## config.mk

```make
export PLATFORM = sky130hd
export DESIGN_NAME = salc_addr_split
export DESIGN_NICKNAME = d
export VERILOG_FILES = /design/src/hdl/salc_pkg.sv /design/src/hdl/salc_addr_split.sv
export SDC_FILE = /design/constraint.sdc
export NUM_CORES = 1
export LEC_CHECK = 0
export ABC_AREA = 0
export BUFFER_PORTS_ARGS = -buffer_cell sky130_fd_sc_hd__buf_2
export CORE_MARGIN = 4
export CORE_UTILIZATION = 35
export DETAILED_ROUTE_END_ITERATION = 6
export PLACE_DENSITY_LB_ADDON = 0.2
export REMOVE_ABC_BUFFERS = 1
export SLEW_MARGIN = 10
export SYNTH_ARGS = -nofsm -noshare
export SYNTH_HDL_FRONTEND = slang
export SYNTH_SLANG_ARGS = --single-unit
```

## constraint.sdc

```tcl
create_clock -name vclk -period 3.2
set_input_delay 0 -clock vclk [all_inputs]
set_output_delay 0 -clock vclk [all_outputs]
set_load 0.05 [all_outputs]
```

## src/hdl/salc_pkg.sv

```systemverilog
`default_nettype none
package salc_pkg;

  localparam int unsigned DEF_MAX_SET_BITS = 8;
  localparam int unsigned DEF_MAX_WAYS     = 8;
  localparam int unsigned DEF_ADDR_WIDTH   = 64;

  localparam int unsigned KIND_W = 2;
  localparam logic [KIND_W-1:0] KIND_LOAD   = 2'd0;
  localparam logic [KIND_W-1:0] KIND_STORE  = 2'd1;
  localparam logic [KIND_W-1:0] KIND_MODIFY = 2'd2;

  localparam int unsigned CNT_W      = 32;
  localparam int unsigned OUT_BITS   = 2 + 3 * CNT_W;
  localparam int unsigned OUT_DATA_W = ((OUT_BITS + 7) / 8) * 8;
  localparam int unsigned OUT_PAD_W  = OUT_DATA_W - OUT_BITS;

  localparam int unsigned SET_BITS_W = 4;
  localparam int unsigned WAYS_W     = 4;
  localparam int unsigned OFF_W      = 6;

  localparam int unsigned PADDR_W    = 4;
  localparam int unsigned APB_DATA_W = 32;
  localparam int unsigned REG_IDX_W  = 2;
  localparam logic [REG_IDX_W-1:0] REG_SET_BITS    = 2'd0;
  localparam logic [REG_IDX_W-1:0] REG_WAYS_USED   = 2'd1;
  localparam logic [REG_IDX_W-1:0] REG_OFFSET_BITS = 2'd2;

  typedef struct packed {
    logic hit;
    logic evicted;
  } lookup_res_t;

endpackage
`default_nettype wire

```

## src/hdl/salc_addr_split.sv

```systemverilog
`default_nettype none
module salc_addr_split #(
  parameter int unsigned ADDR_WIDTH   = salc_pkg::DEF_ADDR_WIDTH,
  parameter int unsigned MAX_SET_BITS = salc_pkg::DEF_MAX_SET_BITS,
  parameter int unsigned SET_W        = (MAX_SET_BITS > 0) ? MAX_SET_BITS : 1
) (
  input  logic [ADDR_WIDTH-1:0]              address,
  input  logic [salc_pkg::OFF_W-1:0]         offset_bits,
  input  logic [salc_pkg::SET_BITS_W-1:0]    set_bits_eff,
  output logic [SET_W-1:0]                   set_idx,
  output logic [ADDR_WIDTH-1:0]              tag
);

  logic [ADDR_WIDTH-1:0] blk;

  // shifts of the full width or more give zero
  assign blk = address >> offset_bits;
  assign tag = blk >> set_bits_eff;

  always_comb begin
    for (int i = 0; i < SET_W; i++) begin
      set_idx[i] = (i < int'(set_bits_eff)) ? blk[i] : 1'b0;
    end
  end

endmodule
`default_nettype wire

```

==> flow_metrics.env <==
export IMPL_postRouteAntennaNets=0
export IMPL_worstSetupPathType="input pin to output pin"
export IMPL_pwr_share_comb=1.000
export IMPL_drt_wl_total_um=42940
export IMPL_hold_violations=0
export IMPL_hold_buffers=0
export IMPL_instances_no_fill=1656
export IMPL_drc=0
export IMPL_vias=10920
export IMPL_finish_net_count=1452
export IMPL_ir_worst_vdd_uv=143.1
export IMPL_hold_path_class="input pin to output pin"
export IMPL_start_util=0.3596
export IMPL_tns_ps=0
export IMPL_diodes=0
export IMPL_p_total_mw=2.903
export IMPL_antenna_found_initial=1
export IMPL_layout_common_cells="283 x buf_4, 130 x buf_2, 118 x nand2_1"
export IMPL_finalCritPeriodShare=0.9879
export IMPL_worstPathArrival_ps=3160
export IMPL_synth_warnings=0
export IMPL_ys_seq_area_frac=0
export IMPL_viasPerCell=6.594
export IMPL_p_seq_frac=0
export IMPL_rsz0062_at_grt="no"
export IMPL_power_internal_mw=1.182
export IMPL_pre_cts_slack_ps=-179.9
export IMPL_drt_wirelength_per_cell_um=25.93
export IMPL_grt_usage=0.3263
export IMPL_relSlewSlack=0.5270
export IMPL_maxSlewViolCount=0
export IMPL_num_io_pins=146
export IMPL_grt_overflow_total=0
export IMPL_fmax_mhz=316.3
export IMPL_avgSynthCellArea_um2=7.596
export IMPL_core_um2=22090
export IMPL_switching_share=0.5927
export IMPL_layout_drive_gt1_share=0.4346
export IMPL_startpoint_type="input pin"
export IMPL_grt_max_degree=62
export IMPL_dp_cells=1650
export IMPL_die_h_um=158.7
export IMPL_n_clock_buffer=0
export IMPL_worstSetupEndpointType="output pin"
export IMPL_power_switching_mw=1.721
export IMPL_tightest_slew_ps=709.5
export IMPL_gp_congestion=1.030
export IMPL_seq_area_um2=0
export IMPL_power_density_nw_per_um2=261.7
export IMPL_final_common_cell="buf_4"
export IMPL_first_pass_iters=7
export IMPL_seq_cells=0
export IMPL_worstHoldPathCells=3
export IMPL_grt_pass1_vias=10180
export IMPL_finalWorstSetupSlack_ps=38.86
export IMPL_place_hpwl_um=35360
export IMPL_crit_path_max_fanout=13
export IMPL_row_count=54
export IMPL_area_delta_synth_final_pct=39.62
export IMPL_max_cap_viol_count=0
export IMPL_p_leak_nw=4.821
export IMPL_status="completed"
export IMPL_clkPwrFrac=0
export IMPL_grt_pass1_wl_um=62800
export IMPL_dieArea_um2=25170
export IMPL_synth_area_um2=7945
export IMPL_min_delay_start="set_bits_eff[3]"
export IMPL_setup_viol=0
export IMPL_port_buffers=146
export IMPL_drt_initial_drc_count=1186
export IMPL_min_to="tag[48]"
export IMPL_die_w_um=158.7
export IMPL_synthCells=1046
export IMPL_synth_distinct_cells=77
export IMPL_required_ps=3200
export IMPL_period_minus_slack_ps=3161
==> worst max path at each step <==
stage / startpoint / end / slack [ps]
global route: offset_bits[1] / tag[2] / 1
global placement: offset_bits[0] / tag[9] / -140
floorplan: offset_bits[3] / tag[0] / -630
CTS: offset_bits[0] / tag[1] / 3
detailed placement: offset_bits[1] / tag[9] / -180
finish: offset_bits[0] / tag[29] / 40
==> cell usage after synthesis, types with 7 or more instances <==
cell type,count,area [µm²]
nand2_1,118,442.9
nor2_1,101,379.1
mux2i_1,85,850.8
mux4_2,73,1644
clkbuf_1,64,240.2
o21ai_0,51,255.2
a21oi_1,45,225.2
o22ai_1,40,250.2
mux2_2,38,427.9
nor3_1,30,150.1
nand3_1,27,135.1
buf_1,23,86.33
o211ai_1,19,142.6
a22oi_1,17,127.6
a211oi_1,16,120.1
o21a_1,16,120.1
mux2_1,15,168.9
a211o_1,14,122.6
and2_1,14,87.58
a31oi_1,12,75.07
inv_1,11,41.29
o221ai_1,10,87.58
a221oi_1,9,78.83
o32ai_1,9,78.83
a21boi_0,8,60.06
a221o_1,8,80.08
a22o_1,8,70.07
o2111ai_1,8,70.07
or2_2,8,50.05
a21o_1,7,52.55
a2bb2oi_1,7,61.31
buf_2,7,35.03
o211a_1,7,70.07
o31ai_1,7,52.55
==> through the flow <==
stage          hold slack [ps]  area (µm²)  utilization
2_1_floorplan            175.7        7452            -
3_3_place_gp             555.8       10770       0.4873
3_5_place_dp             564.1       10770       0.4873
4_1_cts                  561.9       10870       0.4920
5_1_grt                  583.3       11090       0.5021
6_report                 559.9       11090       0.5021
==> final cells by class <==
| type | count | area, µm² |
|---|---|---|
| timing repair buffer | 434 | 3108 |
| tap | 280 | 350.3 |
| inverter | 13 | 48.80 |
| fill | 2204 | 11000 |
| multi-input combinational | 929 | 7586 |
==> routing by layer <==
metal	vias to the layer above	track usage	routed length, µm
li1	4899	-	-
met1	5232	0.4462	17810
met2	669	0.5088	18750
met3	119	0.04213	3802
met4	0	0.1572	2575
met5	-	0	0
==> logic make-up (layout without fill, tap and decap cells) <==
group / Yosys count / after routing / synth area share
AOI/OAI and AO/OA: 382 / 382 / 0.3509
buffers and inverters: 117 / 447 / 0.06819
muxes: 212 / 212 / 0.3924
and+or+nand+nor: 335 / 335 / 0.1885
==> power groups by stage <==
stage | registers, mW | clock network, mW | logic (mW)
4_1_cts | 0 | 0 | 2.78
2_1_floorplan | 0 | 0 | 1.50
3_5_place_dp | 0 | 0 | 2.74
5_1_grt | 0 | 0 | 3.04
3_3_place_gp | 0 | 0 | 2.74
6_report | 0 | 0 | 2.90
==> what timing repair did <==
item | 4_1_cts | 5_1_grt
buffers inserted | 1 | 4
pin swaps | 0 | 12
setup endpoints to repair | 16 | 38
cloned | 1 | 0
gates resized for setup | 15 | 60
==> critical path: stages <==
cell and delay (ps):
buf_12 140, buf_12 150, mux2_2 350, mux4_2 580, mux4_2 600, buf_12 170, mux4_2 470, a22o_1 230
mux2_2 270, buf_4 190
Power figures use the tool's default switching activity.
