$ cat src/hdl/salc_pkg.sv
`default_nettype none
package salc_pkg;

  localparam int unsigned DEF_MAX_SET_BITS = 8;
  localparam int unsigned DEF_MAX_WAYS     = 8;
  localparam int unsigned DEF_ADDR_WIDTH   = 64;

  localparam int unsigned KIND_W = 2;
  localparam logic [KIND_W-1:0] KIND_LOAD   = 2'd0;
  localparam logic [KIND_W-1:0] KIND_STORE  = 2'd1;
  localparam logic [KIND_W-1:0] KIND_MODIFY = 2'd2;

  localparam int unsigned CNT_W      = 32;
  localparam int unsigned OUT_BITS   = 2 + 3 * CNT_W;
  localparam int unsigned OUT_DATA_W = ((OUT_BITS + 7) / 8) * 8;
  localparam int unsigned OUT_PAD_W  = OUT_DATA_W - OUT_BITS;

  localparam int unsigned SET_BITS_W = 4;
  localparam int unsigned WAYS_W     = 4;
  localparam int unsigned OFF_W      = 6;

  localparam int unsigned PADDR_W    = 4;
  localparam int unsigned APB_DATA_W = 32;
  localparam int unsigned REG_IDX_W  = 2;
  localparam logic [REG_IDX_W-1:0] REG_SET_BITS    = 2'd0;
  localparam logic [REG_IDX_W-1:0] REG_WAYS_USED   = 2'd1;
  localparam logic [REG_IDX_W-1:0] REG_OFFSET_BITS = 2'd2;

  typedef struct packed {
    logic hit;
    logic evicted;
  } lookup_res_t;

endpackage
`default_nettype wire

$ cat src/hdl/salc_way_logic.sv
`default_nettype none
module salc_way_logic #(
  parameter int unsigned ADDR_WIDTH = salc_pkg::DEF_ADDR_WIDTH,
  parameter int unsigned MAX_WAYS   = salc_pkg::DEF_MAX_WAYS,
  parameter int unsigned W_W        = (MAX_WAYS > 1) ? $clog2(MAX_WAYS) : 1,
  parameter int unsigned WCNT_W     = $clog2(MAX_WAYS + 1)
) (
  input  logic [MAX_WAYS-1:0]                 row_valid,
  input  logic [MAX_WAYS-1:0][W_W-1:0]        row_rank,
  input  logic [MAX_WAYS-1:0][ADDR_WIDTH-1:0] row_tag,
  input  logic [ADDR_WIDTH-1:0]               tag,
  input  logic [WCNT_W-1:0]                   ways_eff,
  output logic [MAX_WAYS-1:0]                 new_valid,
  output logic [MAX_WAYS-1:0][W_W-1:0]        new_rank,
  output logic [MAX_WAYS-1:0][ADDR_WIDTH-1:0] new_tag,
  output salc_pkg::lookup_res_t               res
);

  logic           hit;
  logic           found_free;
  logic [W_W-1:0] hit_way;
  logic [W_W-1:0] free_way;
  logic [W_W-1:0] lru_way;
  logic [W_W-1:0] victim;
  logic           old_valid;
  logic [W_W-1:0] old_rank;

  always_comb begin
    hit        = 1'b0;
    hit_way    = '0;
    found_free = 1'b0;
    free_way   = '0;
    for (int w = MAX_WAYS - 1; w >= 0; w--) begin
      if (w < int'(ways_eff) && row_valid[w] && row_tag[w] == tag) begin
        hit     = 1'b1;
        hit_way = W_W'(w);
      end
      if (w < int'(ways_eff) && !row_valid[w]) begin
        found_free = 1'b1;
        free_way   = W_W'(w);
      end
    end
  end

  // oldest way, lowest index on a tie
  always_comb begin
    lru_way = '0;
    for (int w = 1; w < MAX_WAYS; w++) begin
      if (w < int'(ways_eff) && row_rank[w] > row_rank[lru_way]) begin
        lru_way = W_W'(w);
      end
    end
  end

  always_comb begin
    priority if (hit) begin
      victim = hit_way;
    end else if (found_free) begin
      victim = free_way;
    end else begin
      victim = lru_way;
    end
  end

  assign old_valid   = row_valid[victim];
  assign old_rank    = row_rank[victim];
  assign res.hit     = hit;
  assign res.evicted = !hit && !found_free;

  always_comb begin
    new_valid = row_valid;
    new_tag   = row_tag;
    new_rank  = row_rank;
    for (int j = 0; j < MAX_WAYS; j++) begin
      if (W_W'(j) == victim) begin
        new_rank[j] = '0;
      end else if (j < int'(ways_eff) && row_valid[j] &&
                   (!old_valid || row_rank[j] < old_rank) &&
                   int'(row_rank[j]) < MAX_WAYS - 1) begin
        new_rank[j] = row_rank[j] + 1'b1;
      end
    end
    new_valid[victim] = 1'b1;
    new_tag[victim]   = tag;
  end

endmodule
`default_nettype wire

$ cat config.mk
export PLATFORM = sky130hd
export DESIGN_NAME = salc_way_logic
export DESIGN_NICKNAME = d
export VERILOG_FILES = /design/src/hdl/salc_pkg.sv /design/src/hdl/salc_way_logic.sv
export SDC_FILE = /design/constraint.sdc
export NUM_CORES = 1
export LEC_CHECK = 0
export BUFFER_PORTS_ARGS = -buffer_cell sky130_fd_sc_hd__clkbuf_2
export CAP_MARGIN = 15
export CORE_AREA = 2 2 456 458
export DETAILED_ROUTE_END_ITERATION = 10
export DIE_AREA = 0 0 458 460
export GPL_ROUTABILITY_DRIVEN = 0
export SYNTH_ARGS = -nofsm -noshare
export SYNTH_HDL_FRONTEND = slang
export SYNTH_SLANG_ARGS = --single-unit
$ cat constraint.sdc
create_clock -name vclk -period 10.68
set_input_delay 0 -clock vclk [all_inputs]
set_output_delay 0 -clock vclk [all_outputs]
set_load 0.01 [all_outputs]
==> impl_metrics.tcl <==
set metrics [dict create \
    outcome "finished with violations" \
    failed_checks "negative setup slack" \
    overflow 0 \
    drv_cap 0 \
    finalHoldViolations 0 \
    grt_pass1_wl_mm 348.5 \
    grt_usage_pct 26.76 \
    fin_crit_ns 11.00 \
    start_kind "primary input" \
    yosysWarnings 0 \
    grt_antenna_before_repair 326 \
    leakage_nw 11.74 \
    drc 0 \
    syn_avg_cell_area_um2 7.845 \
    rows 167 \
    core_um2 206000 \
    slew-limit-headroom_pct 11.81 \
    cpMaxStageDelayCell "maj3_2" \
    wl_per_cell_um 48.67 \
    nets 4000 \
    io_buffers 1158 \
    area_growth_pct 73.90 \
    io-pin-count 1158 \
    holdPathStages 3 \
    avgViaCountPerCell 4.528 \
    syn_nets 2769 \
    postRouteAntennaNets 0 \
    post-place-ws_ns -0.8283 \
    worst_pin_slew_ns 1.311 \
    drt_first_pass_iters 7 \
    die_x_um 458 \
    dieHeight_um 460 \
    timing.final.crit_share_pct 103.0 \
    seq_area_frac_synth_pct 0 \
    syn-cell-area_um2 16630 \
    critPathMaxStageDelay_ns 0.37 \
    worstPathRequired_ns 10.68 \
    grt_start_max_net_pins 70 \
    layout-drive-gt1-share_pct 61.18 \
    final-setup-viol-count 28 \
    clock.fmax_ghz 0.09091 \
    dp.cells 6008 \
    first_iter_violations 4260 \
    crit_top_cell "o21a_1" \
    layout_commonest_cell "clkbuf_2" \
    grt_pass1_vias 24290 \
    ctsHoldBuffers 0 \
    initial_utilization_pct 8.073 \
    layout_common_cells "1103 x clkbuf_2, 474 x mux2_2, 346 x xnor2_1" \
    rsz0062_at_grt "true" \
    vias 27950 \
    dieArea_um2 210700 \
    stdcell_count 6172 \
    regArea_um2 0 \
    ir_drop_v 0.00008809 \
    holdWs_ns 0.3505 \
    critPathKind "in -> out" \
    hp-class "in -> out" \
    cp.arrival_ns 11.00 \
    crit_fanout 7 \
    setup_slack_ns -0.3197 \
    drt-total-wl_mm 300.4 \
    report.final.slew_viol_count 0 \
    cp-end-kind "output port" \
    synth.distinct_cells 72 \
    netlist_instances 2120 \
    seq_cell_count 0 \
    hpwl_mm 263.9 \
    powerDensity_nw_per_um2 94.83 \
    n_clock_buffer 0 \
]
-- worst max-delay path, delay by kind of cell --
family | cells | cell delay [ns]
compound gates | 31 | 5.27
fa+ha+maj | 8 | 2.10
simple gates | 17 | 2.09
buf+inv | 7 | 0.92
mux | 3 | 0.61
-- kinds of logic after synthesis --
group	after synthesis	share of synthesized area [%]
AO/OA/AOI/OAI	244	10.27
XOR/XNOR	502	26.43
adder cells (fa/ha/maj)	45	3.287
buffers and inverters	237	5.755
multiplexers	509	34.33
AND/OR/NAND/NOR	583	19.92
-- through the flow --
step	util [%]	power, W	setup TNS, ns	area (um2)
2_1_floorplan	-	0.001059	0	16670
3_3_place_gp	13.19	0.002397	-17.79	27180
3_5_place_dp	13.19	0.002398	-44.04	27180
4_1_cts	13.38	0.002506	-0.06289	27570
5_1_grt	13.94	0.002818	-116.36	28730
6_report	14.04	0.002743	-4.839	28920
-- worst paths after layout --
check,start,end,slack [ns]
setup / recovery,row_rank[1],new_rank[8],-0.32
hold / removal,row_tag[38],new_tag[38],0.35
-- cells in the mapped netlist, types with 19 or more instances --
library cell  instances  area, um2
mux2_2              491       5529
xnor2_1             346       3030
nand4_1             167       1045
xor2_1              156       1366
clkbuf_1            153      574.3
nand2_1             100      375.4
nor4_1               82      513.0
nor2_1               55      206.5
o21ai_0              55      275.3
inv_1                39      146.4
ha_1                 37      462.9
a21oi_1              36      180.2
buf_2                36      180.2
nor3_1               35      175.2
nand3_1              27      135.1
nor2b_1              23      143.9
o21a_1               21      157.7
nand2b_1             19      118.9
-- what timing repair did --
| action | in CTS | in global routing |
|---|---|---|
| setup endpoints to repair | 337 | 544 |
| gates resized for setup | 68 | 198 |
| setup buffers | 17 | 18 |
| gates cloned | 1 | 6 |
| pin swaps | 29 | 68 |
-- final cells by class --
type / count / area [um2]
fillers: 23870 / 177100
multi-input cells: 1883 / 16490
repair buffers: 1427 / 8605
well taps: 2704 / 3383
diodes: 119 / 297.8
inverters: 39 / 151.4
-- metal layers --
| layer | vias up | global-route usage [%] | wire, um |
|---|---|---|---|
| li1 | 10450 | - | - |
| met1 | 13120 | 28.57 | 104600 |
| met2 | 3119 | 40.14 | 124600 |
| met3 | 1012 | 17.96 | 49910 |
| met4 | 250 | 13.02 | 19140 |
| met5 | - | 0.5741 | 2119 |
-- where the power goes --
part | internal [W] | switching [W]
clock | 0.000000000232 | 0
sequential | 0 | 0
combinational | 0.00108 | 0.00166
total | 0.00108 | 0.00166
No activity file was read; power rests on OpenSTA's default activity.
