<file path="src/hdl/salc_pkg.sv">
`default_nettype none
package salc_pkg;

  localparam int unsigned DEF_MAX_SET_BITS = 8;
  localparam int unsigned DEF_MAX_WAYS     = 8;
  localparam int unsigned DEF_ADDR_WIDTH   = 64;

  localparam int unsigned KIND_W = 2;
  localparam logic [KIND_W-1:0] KIND_LOAD   = 2'd0;
  localparam logic [KIND_W-1:0] KIND_STORE  = 2'd1;
  localparam logic [KIND_W-1:0] KIND_MODIFY = 2'd2;

  localparam int unsigned CNT_W      = 32;
  localparam int unsigned OUT_BITS   = 2 + 3 * CNT_W;
  localparam int unsigned OUT_DATA_W = ((OUT_BITS + 7) / 8) * 8;
  localparam int unsigned OUT_PAD_W  = OUT_DATA_W - OUT_BITS;

  localparam int unsigned SET_BITS_W = 4;
  localparam int unsigned WAYS_W     = 4;
  localparam int unsigned OFF_W      = 6;

  localparam int unsigned PADDR_W    = 4;
  localparam int unsigned APB_DATA_W = 32;
  localparam int unsigned REG_IDX_W  = 2;
  localparam logic [REG_IDX_W-1:0] REG_SET_BITS    = 2'd0;
  localparam logic [REG_IDX_W-1:0] REG_WAYS_USED   = 2'd1;
  localparam logic [REG_IDX_W-1:0] REG_OFFSET_BITS = 2'd2;

  typedef struct packed {
    logic hit;
    logic evicted;
  } lookup_res_t;

endpackage
`default_nettype wire

</file>
<file path="src/hdl/salc_set_mem.sv">
`default_nettype none
module salc_set_mem #(
  parameter int unsigned ADDR_W = salc_pkg::DEF_MAX_SET_BITS,
  parameter int unsigned DEPTH  = 2 ** salc_pkg::DEF_MAX_SET_BITS,
  parameter int unsigned DATA_W = 8
) (
  input  logic              clk,
  input  logic              we,
  input  logic [ADDR_W-1:0] waddr,
  input  logic [DATA_W-1:0] wdata,
  input  logic              re,
  input  logic [ADDR_W-1:0] raddr,
  output logic [DATA_W-1:0] rdata
);

  logic [DATA_W-1:0] mem [DEPTH];

  always_ff @(posedge clk) begin
    if (we) begin
      mem[waddr] <= wdata;
    end
    if (re) begin
      rdata <= mem[raddr];
    end
  end

endmodule
`default_nettype wire

</file>
<file path="config.mk">
export PLATFORM = sky130hd
export DESIGN_NAME = salc_set_mem
export DESIGN_NICKNAME = d
export VERILOG_FILES = /design/src/hdl/salc_pkg.sv /design/src/hdl/salc_set_mem.sv
export SDC_FILE = /design/constraint.sdc
export NUM_CORES = 2
export LEC_CHECK = 0
export BUFFER_PORTS_ARGS = -buffer_cell sky130_fd_sc_hd__buf_2
export CAP_MARGIN = 20
export CELL_PAD_IN_SITES_DETAIL_PLACEMENT = 1
export CELL_PAD_IN_SITES_GLOBAL_PLACEMENT = 1
export CORE_ASPECT_RATIO = 0.75
export CORE_MARGIN = 2
export CORE_UTILIZATION = 55
export CTS_CLUSTER_DIAMETER = 150
export DETAILED_ROUTE_END_ITERATION = 10
export PLACE_DENSITY = 0.8
export SLEW_MARGIN = 10
export SYNTH_ARGS = -nofsm -noshare
export SYNTH_HDL_FRONTEND = slang
export SYNTH_SLANG_ARGS = --single-unit
</file>
<file path="constraint.sdc">
create_clock -name clk -period 7.15 [get_ports clk]
set_clock_uncertainty 0.15 [all_clocks]
set_input_delay 1.43 -clock clk [delete_from_list [all_inputs] [get_ports clk]]
set_output_delay 1.43 -clock clk [all_outputs]
set_load 0.01 [all_outputs]
</file>
==> summary.log <==
INFO  run_status     run_status=complete, no violations
INFO  floorplanning  io_pins=35
INFO  floorplanning  design.die.area=0.148mm^2
INFO  sta            final_max_slew_viol_count=0
INFO  placement      numPlacedInstances=5511
INFO  critical_path  data_arrival_critical_path=5.18ns
INFO  routing        antenna_violating_nets_post_route=0
INFO  sta            finalHoldViolations=0
INFO  placement      place.gp.congestion=0.849
INFO  cells_and_area nets=3839
INFO  placement      number_of_input_and_output_port_buffers_inserted=34
INFO  critical_path  timing.rr.end=rdata[3]
INFO  placement      post-dp-hpwl=130000um
INFO  clock_network  post_cts.repair.setup_buffers=0
INFO  worst_hold_path worstHoldStart=re
INFO  synth          yosys.area_share.simple=2.63%
INFO  critical_path  regToRegStartpoint=mem[83][3]
INFO  critical_path  critical_path.startpoint_type=primary input
INFO  cells_and_area stdcell_count=5864
INFO  clock_network  number_of_buffers_inserted_during_clock_tree_synthesis=185
INFO  synth          synth_compound_area_share=3.42%
INFO  sta            unrepaired_setup_endpoints_after_global_routing=no
INFO  critical_path  worst-endpoint-required=7.55ns
INFO  synth          post_synth_inst_count=3733
INFO  clock_network  tritoncts=done
INFO  sta            timing.fmax=0.209GHz
INFO  sta            layout_worst_path_cycle_share=66.9%
INFO  routing        post-route-drc-count=0
INFO  power          power_leakage=26.8nW
INFO  synth          synthesis.area=0.0796mm^2
INFO  critical_path  crit_end_category=flip-flop
INFO  synth          syn_warnings=0
INFO  routing        drt-total-wl=217000um
INFO  sta            setup_viol=0
INFO  routing        drtIter0Drc=5919
INFO  clock_network  clock_slew_seen_by_the_registers_of_the_worst_setup_and_hold_paths=0.07ns
INFO  global_routing grt_start_max_net_pins=187
INFO  synth          ys_types=54
INFO  synth          asyncSetResetFlopFracSynth=0%
INFO  routing        routed_wire_length_per_instance=36.9um
INFO  global_routing antenna_found_initial=12
INFO  power          pwr_density_cell=277mW/mm^2
INFO  cells_and_area syn2layout_area_growth=10.0%
INFO  synth          synth_edf_count=2056
INFO  cells_and_area drive_gt1_share=21.3%
INFO  synth          postSynthNetCount=3760
INFO  routing        post_drt_via_cell_ratio=6.92
INFO  run            maxCapViolations=0
INFO  worst_hold_path timing.hold.worst_path_depth=1
INFO  power          ir_drop=0.000299V
INFO  clock_network  clock_latency=0.86ns
INFO  synth          synth_largest_area_cell=edfxtp_1
INFO  critical_path  setup_cp_type=primary input to flip-flop
INFO  floorplanning  chipHeight=334um
INFO  worst_hold_path whs_endpoint=rdata[7]
INFO  synth          synth.ff_latch_count=2056
INFO  clock_network  cts_resized=0
INFO  synth          fraction_of_synthesized_area_in_multiplexers=14.6%
INFO  routing        num_vias=40.6k
INFO  floorplanning  floorplan.rows=120
INFO  clock_network  clk_path_buf_depth=3
INFO  synth          seq_area_frac_synth=77.5%
INFO  synth          synthTopCellsByArea=edfxtp_1 (78%), mux4_2 (13%), mux2i_1 (1.7%)
INFO  sta            fin_setup_tns=0ns
INFO  critical_path  crit_fanout=120
INFO  clock_network  htree_num_levels=4
INFO  synth          postSynthAreaPerCell=21.3um^2
INFO  sta            actual_slew_at_the_worst_max_slew_pin=1.24ns
INFO  routing        drtPass1Iterations=6
INFO  critical_path  reg2reg_depth=6
INFO  synth          xor_xnor_portion_of_the_synthesized_cell_area=0%
INFO  floorplanning  core=0.143mm^2
INFO  clock_network  clk_root_buffer_cell=clkbuf_16
INFO  critical_path  worst-r2r-setup-slack=3.86ns
INFO  sta            relSlewSlack=17.1%
INFO  cells_and_area final_util=61.2%
INFO  synth          area_share_of_the_leading_cell_type_in_the_synthesized_netlist=77.5%
INFO  global_routing globalRouteOverflowTotal=0
INFO  synth          synth_top_family_by_area=multiplexers
INFO  global_routing global_route_wire_length_before_repair=313000um
INFO  synth          synth_fa_ha_area_share=0%
INFO  global_routing globalRouteTotalUtil=29.7%
INFO  floorplanning  start_util=55.6%
INFO  global_routing first_global_vias=41.7k
INFO  sta            post-route-min-period=4.79ns
INFO  clock_network  tritoncts_num_sinks=2056
INFO  synth          postSynth.topFlopCell=edfxtp_1
INFO  worst_hold_path worst_hold_path_type=primary input to flip-flop
INFO  clock_network  cts_hold_buffers=0
INFO  floorplanning  dieWidth=443um
how the worst max path moves through the flow:
stage	startpoint	to	slack (ns)	depth (start not counted)
CTS	raddr[1]	rdata[3]	2.60	8
finish	raddr[1]	rdata[3]	2.36	8
global route	raddr[1]	rdata[3]	2.34	8
detailed placement	raddr[1]	rdata[3]	1.71	8
floorplan	raddr[0]	rdata[2]	3.49	9
global placement	raddr[1]	rdata[3]	1.71	8
worst max-delay path, stage by stage:
cell and delay (ns):
buf_8 0.37, buf_12 0.43, mux4_2 0.43, a22o_1 0.26, a221oi_1 0.71, o221ai_1 0.26, a211oi_1 0.63, nor4_1 0.10
cell usage in the layout (no fill, tap or decap), types with 45 or more instances in the layout:
| cell type | synthesis | routed |
|---|---|---|
| a21oi_1 | 96 | 96 |
| a22oi_1 | 133 | 133 |
| buf_4 | 27 | 74 |
| clkbuf_1 | 111 | 45 |
| clkbuf_16 | 0 | 188 |
| clkinv_1 | 1 | 53 |
| edfxtp_1 | 2056 | 2056 |
| mux2i_1 | 134 | 134 |
| mux4_2 | 454 | 454 |
| nor2_1 | 282 | 279 |
| o221ai_1 | 46 | 46 |
power by group:
part           total [mW]  switching [mW]  internal, mW
Clock                9.77            4.49          5.28
Sequential           13.3          0.0163          13.3
Combinational        1.22           0.821         0.394
metal layers:
layer  vias to the layer above  global-route usage [%]  part of all wire, %
li1                      15900                       -                    -
met1                     21500                    43.4                   39
met2                      2782                    44.6                   46
met3                       437                    7.03                   12
met4                        10                    10.3                  3.4
met5                         -                       0                0.030
stage by stage:
step	area, um^2	hold slack [ns]	worst slack [ns]	total power [mW]
floorplan	79600	0.714	3.49	14.2
global placement	81700	0.904	1.71	14.7
detailed placement	81700	0.926	1.71	14.8
CTS	87500	0.800	2.60	24.3
global route	87600	0.836	2.34	24.8
finish	87600	0.832	2.36	24.3
sequential cells by signal (all words and copies together), names as in the netlist:
signal / cells
mem: 2048
rdata: 8
logic make-up after synthesis:
| kind of cell | count (synthesis) |
|---|---|
| flip-flops | 2056 |
| multiplexers | 591 |
| AND/OR/NAND/NOR | 466 |
| AO/OA/AOI/OAI | 385 |
| buffers and inverters | 235 |
Yosys cell counts, types with 2 or more instances:
| cell type | number |
|---|---|
| a2111oi_0 | 2 |
| a2111oi_1 | 2 |
| a211oi_1 | 16 |
| a21oi_1 | 96 |
| a221oi_1 | 13 |
| a22o_1 | 8 |
| a22oi_1 | 133 |
| a311oi_1 | 2 |
| a31oi_1 | 2 |
| and2_1 | 6 |
| and3b_1 | 2 |
| buf_1 | 22 |
| buf_12 | 8 |
| buf_2 | 31 |
| buf_4 | 27 |
| buf_6 | 21 |
| buf_8 | 13 |
| clkbuf_1 | 111 |
| edfxtp_1 | 2056 |
| mux2i_1 | 134 |
| mux4_1 | 2 |
| mux4_2 | 454 |
| nand2_1 | 33 |
| nand2b_1 | 8 |
| nand3_1 | 34 |
| nand3b_1 | 2 |
| nand4_1 | 10 |
| nor2_1 | 282 |
| nor2b_1 | 31 |
| nor3_1 | 22 |
| nor4_1 | 24 |
| nor4_2 | 3 |
| o211ai_1 | 10 |
| o21ai_0 | 10 |
| o21ai_1 | 2 |
| o221ai_1 | 46 |
| o22a_1 | 5 |
| o22ai_1 | 28 |
| o32ai_1 | 4 |
| or2_2 | 4 |
area by class of cell:
class,count,area (um^2)
repair buffers,125,1180
diodes,6,15.0
flip-flops and latches,2056,61700
clock buffers,233,4870
fillers,11700,55600
well taps,1891,2370
multi-input cells,1442,16500
inverters,2,7.51
clock inverters,109,930
(Power assumes the default switching activity.)
